### src/ttcw_pkg.sv
// shared types, constants and helpers for the text terminal character writer
`default_nettype none

package ttcw_pkg;

   // payload of one input transfer
   typedef struct packed {
      logic       kind;
      logic [7:0] char_code;
      logic [6:0] read_col;
      logic [5:0] read_row;
   } req_type;

   // payload of one result transfer
   typedef struct packed {
      logic [7:0]  cursor_col;
      logic [5:0]  cursor_row;
      logic [7:0]  cell_char;
      logic [15:0] cell_attr;
      logic        scrolled;
   } rsp_type;

   // configuration port
   localparam int CSR_IDX_W  = 3;
   localparam int CSR_DATA_W = 16;
   localparam logic [CSR_IDX_W-1:0] CSR_COLUMNS       = 3'd0;
   localparam logic [CSR_IDX_W-1:0] CSR_ROWS          = 3'd1;
   localparam logic [CSR_IDX_W-1:0] CSR_ATTRIBUTE     = 3'd2;
   localparam logic [CSR_IDX_W-1:0] CSR_INSERT_MODE   = 3'd3;
   localparam logic [CSR_IDX_W-1:0] CSR_COLOR_DISPLAY = 3'd4;

   // register reset values
   localparam logic [7:0]  RST_COLUMNS   = 8'd80;
   localparam logic [6:0]  RST_ROWS      = 7'd25;
   localparam logic [15:0] RST_ATTRIBUTE = 16'd7;
   localparam logic        RST_INSERT    = 1'b0;
   localparam logic        RST_COLOR     = 1'b1;

   // cell layout: attribute in the upper bits, character in the low byte
   localparam int CELL_W = 24;

   // control bytes
   localparam logic [7:0] CHR_BS  = 8'h08;
   localparam logic [7:0] CHR_TAB = 8'h09;
   localparam logic [7:0] CHR_NL  = 8'h0A;
   localparam logic [7:0] CHR_CR  = 8'h0D;

   // monochrome box drawing substitution
   localparam logic [7:0] CHR_MONO_BELOW = 8'hAF;
   localparam logic [7:0] CHR_MONO_ABOVE = 8'hE0;
   localparam logic [7:0] CHR_VLINE_S    = 8'hB3;
   localparam logic [7:0] CHR_VLINE_D    = 8'hBA;
   localparam logic [7:0] CHR_HLINE_S    = 8'hC4;
   localparam logic [7:0] CHR_HLINE_D    = 8'hCD;
   localparam logic [7:0] CHR_SHADE_LO   = 8'hB0;
   localparam logic [7:0] CHR_SHADE_HI   = 8'hB2;
   localparam logic [7:0] CHR_PIPE       = 8'h7C;
   localparam logic [7:0] CHR_DASH       = 8'h2D;
   localparam logic [7:0] CHR_PLUS       = 8'h2B;
   localparam logic [7:0] CHR_SPACE      = 8'h20;

   // controller states
   typedef enum logic [3:0] {
      ST_CLEAR,
      ST_IDLE,
      ST_DECODE,
      ST_READ_WAIT,
      ST_SCROLL_RD,
      ST_SCROLL_WR,
      ST_FILL,
      ST_INS_RD,
      ST_INS_WR,
      ST_PUT
   } state_type;

   // store write source and address
   typedef enum logic [2:0] {
      WR_NONE,
      WR_ZERO,
      WR_BLANK,
      WR_SCROLL,
      WR_SHIFT,
      WR_CHAR
   } wr_sel_type;

   // store read address
   typedef enum logic [1:0] {
      RD_CELL,
      RD_SCROLL,
      RD_INSERT
   } rd_sel_type;

   // cursor update
   typedef enum logic [2:0] {
      CUR_HOLD,
      CUR_CR,
      CUR_TAB,
      CUR_BS,
      CUR_NL,
      CUR_ADV
   } cur_op_type;

   // sweep pointer update
   typedef enum logic [2:0] {
      PTR_HOLD,
      PTR_ZERO,
      PTR_LAST_COL,
      PTR_INC,
      PTR_DEC
   } ptr_op_type;

   // controller to datapath
   typedef struct packed {
      logic       load_req;
      logic       rd_en;
      rd_sel_type rd_sel;
      wr_sel_type wr_sel;
      ptr_op_type ptr_op;
      cur_op_type cur_op;
      logic       rsp_load;
      logic       rsp_cell;
      logic       rsp_scrolled;
   } ctrl_cmd_type;

   // datapath to controller
   typedef struct packed {
      logic is_read;
      logic is_cr;
      logic is_tab;
      logic is_bs;
      logic is_nl;
      logic col_ok;
      logic ins_needed;
      logic at_last_row;
      logic multi_row;
      logic scroll_last;
      logic fill_last;
      logic ins_last;
      logic clear_last;
   } dp_status_type;

   // box drawing codes to plain ascii for monochrome displays
   function automatic logic [7:0] mono_map(input logic [7:0] code);
      logic [7:0] res;
      res = code;
      if (code > CHR_MONO_BELOW && code < CHR_MONO_ABOVE) begin
         if (code == CHR_VLINE_S || code == CHR_VLINE_D) begin
            res = CHR_PIPE;
         end else if (code == CHR_HLINE_S || code == CHR_HLINE_D) begin
            res = CHR_DASH;
         end else if (code inside {[CHR_SHADE_LO:CHR_SHADE_HI]}) begin
            res = CHR_SPACE;
         end else begin
            res = CHR_PLUS;
         end
      end
      return res;
   endfunction

endpackage

`default_nettype wire

### src/ttcw_ctrl.sv
// controller state machine sequencing item decode, store sweeps and result strobes
`default_nettype none

module ttcw_ctrl (
   input  wire logic                   clock,
   input  wire logic                   reset,
   input  wire logic                   start,
   output logic                        busy,
   input  wire ttcw_pkg::dp_status_type status,
   output ttcw_pkg::ctrl_cmd_type       cmd
);
   import ttcw_pkg::*;

   state_type state_ff;
   state_type state_in;

   // state register, store clear pass follows reset
   always_ff @(posedge clock) begin
      if (reset) begin
         state_ff <= ST_CLEAR;
      end else begin
         state_ff <= state_in;
      end
   end

   assign busy = (state_ff != ST_IDLE);

   // next state
   always_comb begin
      state_in = state_ff;
      case (state_ff)
         ST_CLEAR: begin
            if (status.clear_last) state_in = ST_IDLE;
         end
         ST_IDLE: begin
            if (start) state_in = ST_DECODE;
         end
         ST_DECODE: begin
            state_in = ST_IDLE;
            if (status.is_read) begin
               state_in = ST_READ_WAIT;
            end else if (status.is_cr || status.is_tab || status.is_bs) begin
               state_in = ST_IDLE;
            end else if (status.is_nl) begin
               if (status.at_last_row) begin
                  state_in = status.multi_row ? ST_SCROLL_RD : ST_FILL;
               end
            end else if (status.col_ok && status.ins_needed) begin
               state_in = ST_INS_RD;
            end
         end
         ST_READ_WAIT: state_in = ST_IDLE;
         ST_SCROLL_RD: state_in = ST_SCROLL_WR;
         ST_SCROLL_WR: begin
            state_in = status.scroll_last ? ST_FILL : ST_SCROLL_RD;
         end
         ST_FILL: begin
            if (status.fill_last) state_in = ST_IDLE;
         end
         ST_INS_RD: state_in = ST_INS_WR;
         ST_INS_WR: begin
            state_in = status.ins_last ? ST_PUT : ST_INS_RD;
         end
         ST_PUT: state_in = ST_IDLE;
         default: state_in = ST_IDLE;
      endcase
   end

   // command outputs
   always_comb begin
      cmd.load_req     = 1'b0;
      cmd.rd_en        = 1'b0;
      cmd.rd_sel       = RD_CELL;
      cmd.wr_sel       = WR_NONE;
      cmd.ptr_op       = PTR_HOLD;
      cmd.cur_op       = CUR_HOLD;
      cmd.rsp_load     = 1'b0;
      cmd.rsp_cell     = 1'b0;
      cmd.rsp_scrolled = 1'b0;
      case (state_ff)
         ST_CLEAR: begin
            cmd.wr_sel = WR_ZERO;
            cmd.ptr_op = PTR_INC;
         end
         ST_IDLE: begin
            cmd.load_req = start;
         end
         ST_DECODE: begin
            if (status.is_read) begin
               cmd.rd_en  = 1'b1;
               cmd.rd_sel = RD_CELL;
            end else if (status.is_cr) begin
               cmd.cur_op   = CUR_CR;
               cmd.rsp_load = 1'b1;
            end else if (status.is_tab) begin
               cmd.cur_op   = CUR_TAB;
               cmd.rsp_load = 1'b1;
            end else if (status.is_bs) begin
               cmd.cur_op   = CUR_BS;
               cmd.rsp_load = 1'b1;
            end else if (status.is_nl) begin
               if (status.at_last_row) begin
                  cmd.ptr_op = PTR_ZERO;
               end else begin
                  cmd.cur_op   = CUR_NL;
                  cmd.rsp_load = 1'b1;
               end
            end else if (!status.col_ok) begin
               // printable past the right edge is dropped
               cmd.rsp_load = 1'b1;
            end else if (status.ins_needed) begin
               cmd.ptr_op = PTR_LAST_COL;
            end else begin
               cmd.wr_sel   = WR_CHAR;
               cmd.cur_op   = CUR_ADV;
               cmd.rsp_load = 1'b1;
            end
         end
         ST_READ_WAIT: begin
            cmd.rsp_load = 1'b1;
            cmd.rsp_cell = 1'b1;
         end
         ST_SCROLL_RD: begin
            cmd.rd_en  = 1'b1;
            cmd.rd_sel = RD_SCROLL;
         end
         ST_SCROLL_WR: begin
            cmd.wr_sel = WR_SCROLL;
            cmd.ptr_op = PTR_INC;
         end
         ST_FILL: begin
            cmd.wr_sel = WR_BLANK;
            cmd.ptr_op = PTR_INC;
            if (status.fill_last) begin
               cmd.rsp_load     = 1'b1;
               cmd.rsp_scrolled = 1'b1;
            end
         end
         ST_INS_RD: begin
            cmd.rd_en  = 1'b1;
            cmd.rd_sel = RD_INSERT;
         end
         ST_INS_WR: begin
            cmd.wr_sel = WR_SHIFT;
            cmd.ptr_op = PTR_DEC;
         end
         ST_PUT: begin
            cmd.wr_sel   = WR_CHAR;
            cmd.cur_op   = CUR_ADV;
            cmd.rsp_load = 1'b1;
         end
         default: begin
            cmd.load_req = 1'b0;
         end
      endcase
   end

endmodule

`default_nettype wire

### config.mk
export PLATFORM = sky130hd
export DESIGN_NAME = ttcw_ctrl
export DESIGN_NICKNAME = d
export VERILOG_FILES = /design/src/ttcw_pkg.sv /design/src/ttcw_ctrl.sv
export SDC_FILE = /design/constraint.sdc
export NUM_CORES = 1
export LEC_CHECK = 0
export BUFFER_PORTS_ARGS = -buffer_cell sky130_fd_sc_hd__buf_2
export CAP_MARGIN = 25
export CORE_UTILIZATION = 40
export CTS_BUF_LIST = sky130_fd_sc_hd__clkbuf_16
export CTS_CLUSTER_SIZE = 25
export DETAILED_ROUTE_END_ITERATION = 7
export PLACE_DENSITY = 0.75
export REMOVE_ABC_BUFFERS = 1
export SLEW_MARGIN = 30
export SYNTH_ARGS = -nofsm -noshare
export SYNTH_HDL_FRONTEND = slang
export SYNTH_SLANG_ARGS = --single-unit
### constraint.sdc
create_clock -name clock -period 1.2 [get_ports clock]
set_input_delay 0.24 -clock clock [delete_from_list [all_inputs] [get_ports clock]]
set_output_delay 0.24 -clock clock [all_outputs]
set_load 0.02 [all_outputs]
==> impl_metrics.py, run 1 <==
metrics = {
    "run_status": {
        "failed_stage": "global routing",
        "tool.error": "[ERROR GRT-0232] Routing congestion too high. Check the congestion heatmap in the GUI.",
        "status": "aborted with a tool error",
    },
    "placed_design": {
        "numPortBuffers": 32,
        "gp_congestion": 0.843,
        "dp_hpwl_mm": 1.79,
        "place_area_mm2": 0.00101,
        "dp_slack_ps": -377,
    },
    "yosys": {
        "synth_compound_gate_area_share": 0.280,
        "synth_xor_xnor_area_share": 0.0272,
        "synth_most_common_cell": "nor2_1",
        "synthArstFlopShare": 0,
        "yosys.area_share.adder": 0,
        "synth_edf_count": 0,
        "synth_top_area_share": 0.124,
        "muxShareOfSynthArea": 0,
        "avgSynthCellArea_um2": 6.93,
        "ys_top_cells_by_count": "nor2_1 (11), a21oi_1 (7), nand2_1 (7), o21ai_0 (6)",
        "ys_ff_latch": 4,
        "yosysWarnings": 0,
        "yosysUniqueCellTypes": 40,
        "yosys.area_share.simple": 0.460,
        "synth_ff_type": "dfxtp_1",
        "synth_top_family_by_area": "simple AND/OR/NAND/NOR gates",
        "yosys.area.top_type": "dfxtp_1",
        "syn-cell-area_um2": 644,
        "ys_seq_area_frac": 0.124,
        "syn_inst": 93,
        "synth_area_leaders": "dfxtp_1 (12%), nor2_1 (6.4%), a21oi_1 (5.4%)",
    },
    "clock_network": {
        "clk_path_buf_depth": 2,
        "cts.sinks": 4,
        "root_buffer": "clkbuf_16",
        "cts-htree-levels": 1,
        "cts_buffers": 3,
        "cts.hold.buffers_added": 0,
    },
    "timing": {
        "endpoint_type": "top-level output",
        "grt-worst-endpoint": "cmd[2]",
    },
    "floorplan": {
        "io_pins": 33,
        "num_rows": 14,
        "die_w_um": 42.1,
        "start_util": 0.428,
        "die_h_um": 42.1,
    },
    "grt": {
        "grt.overflow.total": 21,
        "grt_max_degree": 8,
        "track_usage": 0.720,
    },
}
-- metrics by stage --
step | setup TNS [ps] | cells
2_1_floorplan | -5730 | 88
3_5_place_dp | -4810 | 167
4_1_cts | -7490 | 176
3_3_place_gp | -4520 | 167
-- logic make-up after synthesis --
family,after synthesis
XOR/XNOR,2
AO/OA/AOI/OAI,27
buffers and inverters,11
AND/OR/NAND/NOR,49
flip-flops,4
-- timing repair --
| action | 4_1_cts |
|---|---|
| setup buffers | 6 |
| endpoints found under the setup margin | 21 |
| pin swaps | 10 |
| resized for setup | 51 |
-- layer usage --
| metal | GRT usage | overflow |
|---|---|---|
| met1 | 0.739 | 0 |
| met2 | 0.909 | 12 |
| met3 | 0.461 | 0 |
| met4 | 0.800 | 9 |
| met5 | 0.0333 | 0 |
==> run 2: changes to the inputs <==
CORE_AREA = 2 2 63 65   (was default)
CORE_UTILIZATION = default   (was 40)
CTS_BUF_LIST = default   (was sky130_fd_sc_hd__clkbuf_16)
CTS_CLUSTER_SIZE = default   (was 25)
DIE_AREA = 0 0 65 67   (was default)
PLACE_DENSITY = default   (was 0.75)
PLACE_DENSITY_LB_ADDON = 0.15   (was default)
clock period = 1.56 ns   (was 1.2 ns; I/O delays follow)
==> run 2 against run 1 <==
Effect of this change:
- the flow now finishes, with violations (negative setup slack)
- area after synthesis unchanged
- synthesized cell count stayed put
==> impl_metrics.py, run 2 <==
metrics = {
    "run_status": {
        "status": "complete, but fails checks",
        "failed_checks": "negative setup slack",
    },
    "yosys": {
        "avgSynthCellArea_um2": 6.93,
        "yosysUniqueCellTypes": 40,
        "syn-cell-area_um2": 644,
        "synth_ff_type": "dfxtp_1",
        "ys_ff_latch": 4,
        "syn_inst": 93,
        "synth_most_common_cell": "nor2_1",
        "synthArstFlopShare": 0,
        "synth_area_leaders": "dfxtp_1 (12%), nor2_1 (6.4%), a21oi_1 (5.4%)",
        "ys_top_cells_by_count": "nor2_1 (11), a21oi_1 (7), nand2_1 (7), o21ai_0 (6)",
        "yosys.area.top_type": "dfxtp_1",
        "yosysWarnings": 0,
        "synth_edf_count": 0,
        "synth_top_area_share": 0.124,
        "ys_seq_area_frac": 0.124,
    },
    "critical_path": {
        "end_kind": "output pin",
        "worstPathArrival_ps": 1420,
        "path_common_cell": "buf_4",
        "cp_num_buf_inv": 2,
        "slowest_delay_ps": 330,
        "worstPathRequired_ps": 1250,
        "crit_chain": "nand2b_4 -> buf_4 -> a311oi_4 -> o21bai_1 -> buf_4",
        "cp_slowest_cell": "dfxtp_2",
        "crit_path_max_fanout": 4,
        "crit_path_start_kind": "register",
        "crit_type": "reg2out",
        "reg2reg_to": "state_ff[2]",
        "crit-reg2reg-launch": "state_ff[0]",
        "ff2ff_path_depth": 6,
        "reg2reg_slack_ps": 80,
        "cp_top_family": "compound AO/OA/AOI/OAI gates",
    },
    "flow_run": {
        "cap_viol_max_count": 0,
    },
    "timing": {
        "finalCritPeriodShare": 1.11,
        "hold_viol": 0,
        "slew_viol_final": 0,
        "relSlewSlack": 0.784,
        "tightest_slew_ps": 323,
        "finalSetupViolCount": 11,
        "setup_tns_ps": -1460,
        "hold_ws_ps": 301,
        "skew_ps": 1.39,
        "fin_crit_ps": 1740,
        "rsz0062_at_grt": "true",
        "max_freq_mhz": 576,
        "layout_setup_ws_ps": -175,
    },
    "floorplan": {
        "io_pins": 33,
        "start_util": 0.179,
        "die_w_um": 65,
        "dieArea_mm2": 0.00436,
        "die_h_um": 67,
        "core_mm2": 0.00361,
        "num_rows": 22,
    },
    "final_layout": {
        "nets": 178,
        "final_cells": 208,
        "top_register": "state_ff",
        "final_cell_mix": "buf_4 (42), buf_2 (19), nor2_1 (8)",
        "top_regs": "state_ff: 4 flops",
        "fin_area_mm2": 0.00133,
        "antenna_cells": 0,
        "layout_commonest_cell": "buf_4",
        "synthToLayoutAreaGrowth_pct": 106,
        "largest_reg_flops": 4,
        "drive_above_1_share": 0.650,
        "n_fill_cell": 405,
    },
    "route": {
        "ant_nets": 0,
        "via_count": 915,
        "avgRoutedWirePerCell_um": 12.4,
        "drt_wl_total_mm": 2.58,
        "drc_errors": 0,
        "first_pass_iters": 4,
        "viasPerCell": 4.40,
        "drt_iter0_drc": 61,
    },
    "placed_design": {
        "place_area_mm2": 0.00103,
        "dp_hpwl_mm": 2.02,
        "numPortBuffers": 32,
        "gp_congestion": 0.801,
        "place_inst": 196,
    },
    "hold_path": {
        "min_from": "reset",
        "min_path_cells": 2,
        "hold_path.class": "in2reg",
        "hold_end": "state_ff[1]",
    },
    "clock_network": {
        "clk_path_buf_depth": 2,
        "cts.hold.buffers_added": 0,
        "clk_latency_ps": 210,
        "path_clk_slew_ps": 30,
        "cts.sinks": 4,
        "cts_buffers": 3,
        "cts-htree-levels": 1,
        "tritoncts": "done",
        "root_buffer": "clkbuf_8",
    },
    "power_and_ir_drop": {
        "peakVddDrop_uv": 258,
        "power_density_mw_per_mm2": 380,
        "p_leak_nw": 0.637,
    },
    "grt": {
        "antenna_found_initial": 0,
        "grt_max_degree": 13,
        "grt_pass1_vias": 947,
        "track_usage": 0.125,
        "grt.overflow.total": 0,
        "grt_pass1_wl_mm": 4.22,
    },
}
## run 2: cell counts after synthesis
Identical to the previous run, type by type.
## run 2: routing by layer
| metal | routed length, µm | vias up | GRT usage |
|---|---|---|---|
| met5 | 0 | - | 0 |
| met4 | 14 | 0 | 0.0319 |
| met3 | 75 | 2 | 0.0236 |
| met2 | 1330 | 13 | 0.236 |
| met1 | 1170 | 427 | 0.142 |
| li1 | - | 473 | - |
## run 2: worst max path at each step
stage | cells past startpoint | slack, ps | startpoint | to
2_1_floorplan | 2 | -340 | state_ff[3] | cmd[2]
3_3_place_gp | 4 | -170 | state_ff[2] | cmd[6]
3_5_place_dp | 4 | -130 | state_ff[2] | cmd[7]
4_1_cts | 5 | -170 | state_ff[2] | cmd[4]
5_1_grt | 6 | -290 | state_ff[0] | cmd[4]
6_report | 5 | -180 | state_ff[0] | cmd[6]
## run 2: power breakdown
part	switching (W)	internal [W]	leakage [nW]
Combinational	0.0000925	0.0000906	0.580
Clock	0.0000504	0.000164	0.0216
Sequential	0.00000453	0.000102	0.0352
Total	0.000147	0.000356	0.637
## run 2: cell families after synthesis
group,Yosys count,share of synthesized area
AOI/OAI and AO/OA,27,0.280
xor gates and xnor gates,2,0.0272
buffers and inverters,11,0.109
DFF,4,0.124
and+or+nand+nor,49,0.460
## run 2: cell type report
class / count / area (µm²) / area share
multi-input cells: 78 / 604 / 0.456
repair buffers: 69 / 504 / 0.381
flip-flops and latches: 4 / 92.6 / 0.0699
inverters: 6 / 22.5 / 0.0170
well taps: 48 / 60.1 / 0.0453
clock buffers: 3 / 41.3 / 0.0312
## run 2: per-stage QoR
step | setup slack, ps | utilization | total power, W
after floorplan | -337 | - | 0.000183
after global placement | -171 | 0.285 | 0.000268
after detailed placement | -126 | 0.285 | 0.000268
after CTS | -172 | 0.347 | 0.000503
after global routing | -288 | 0.367 | 0.000540
final | -175 | 0.367 | 0.000504
## run 2: what timing repair did
| action | 4_1_cts | 5_1_grt |
|---|---|---|
| resized for setup | 50 | 6 |
| setup buffers | 4 | 5 |
| pin swaps | 9 | 2 |
| setup endpoints to repair | 19 | 17 |
| gates cloned | 0 | 0 |
Power figures use the tool's default switching activity.
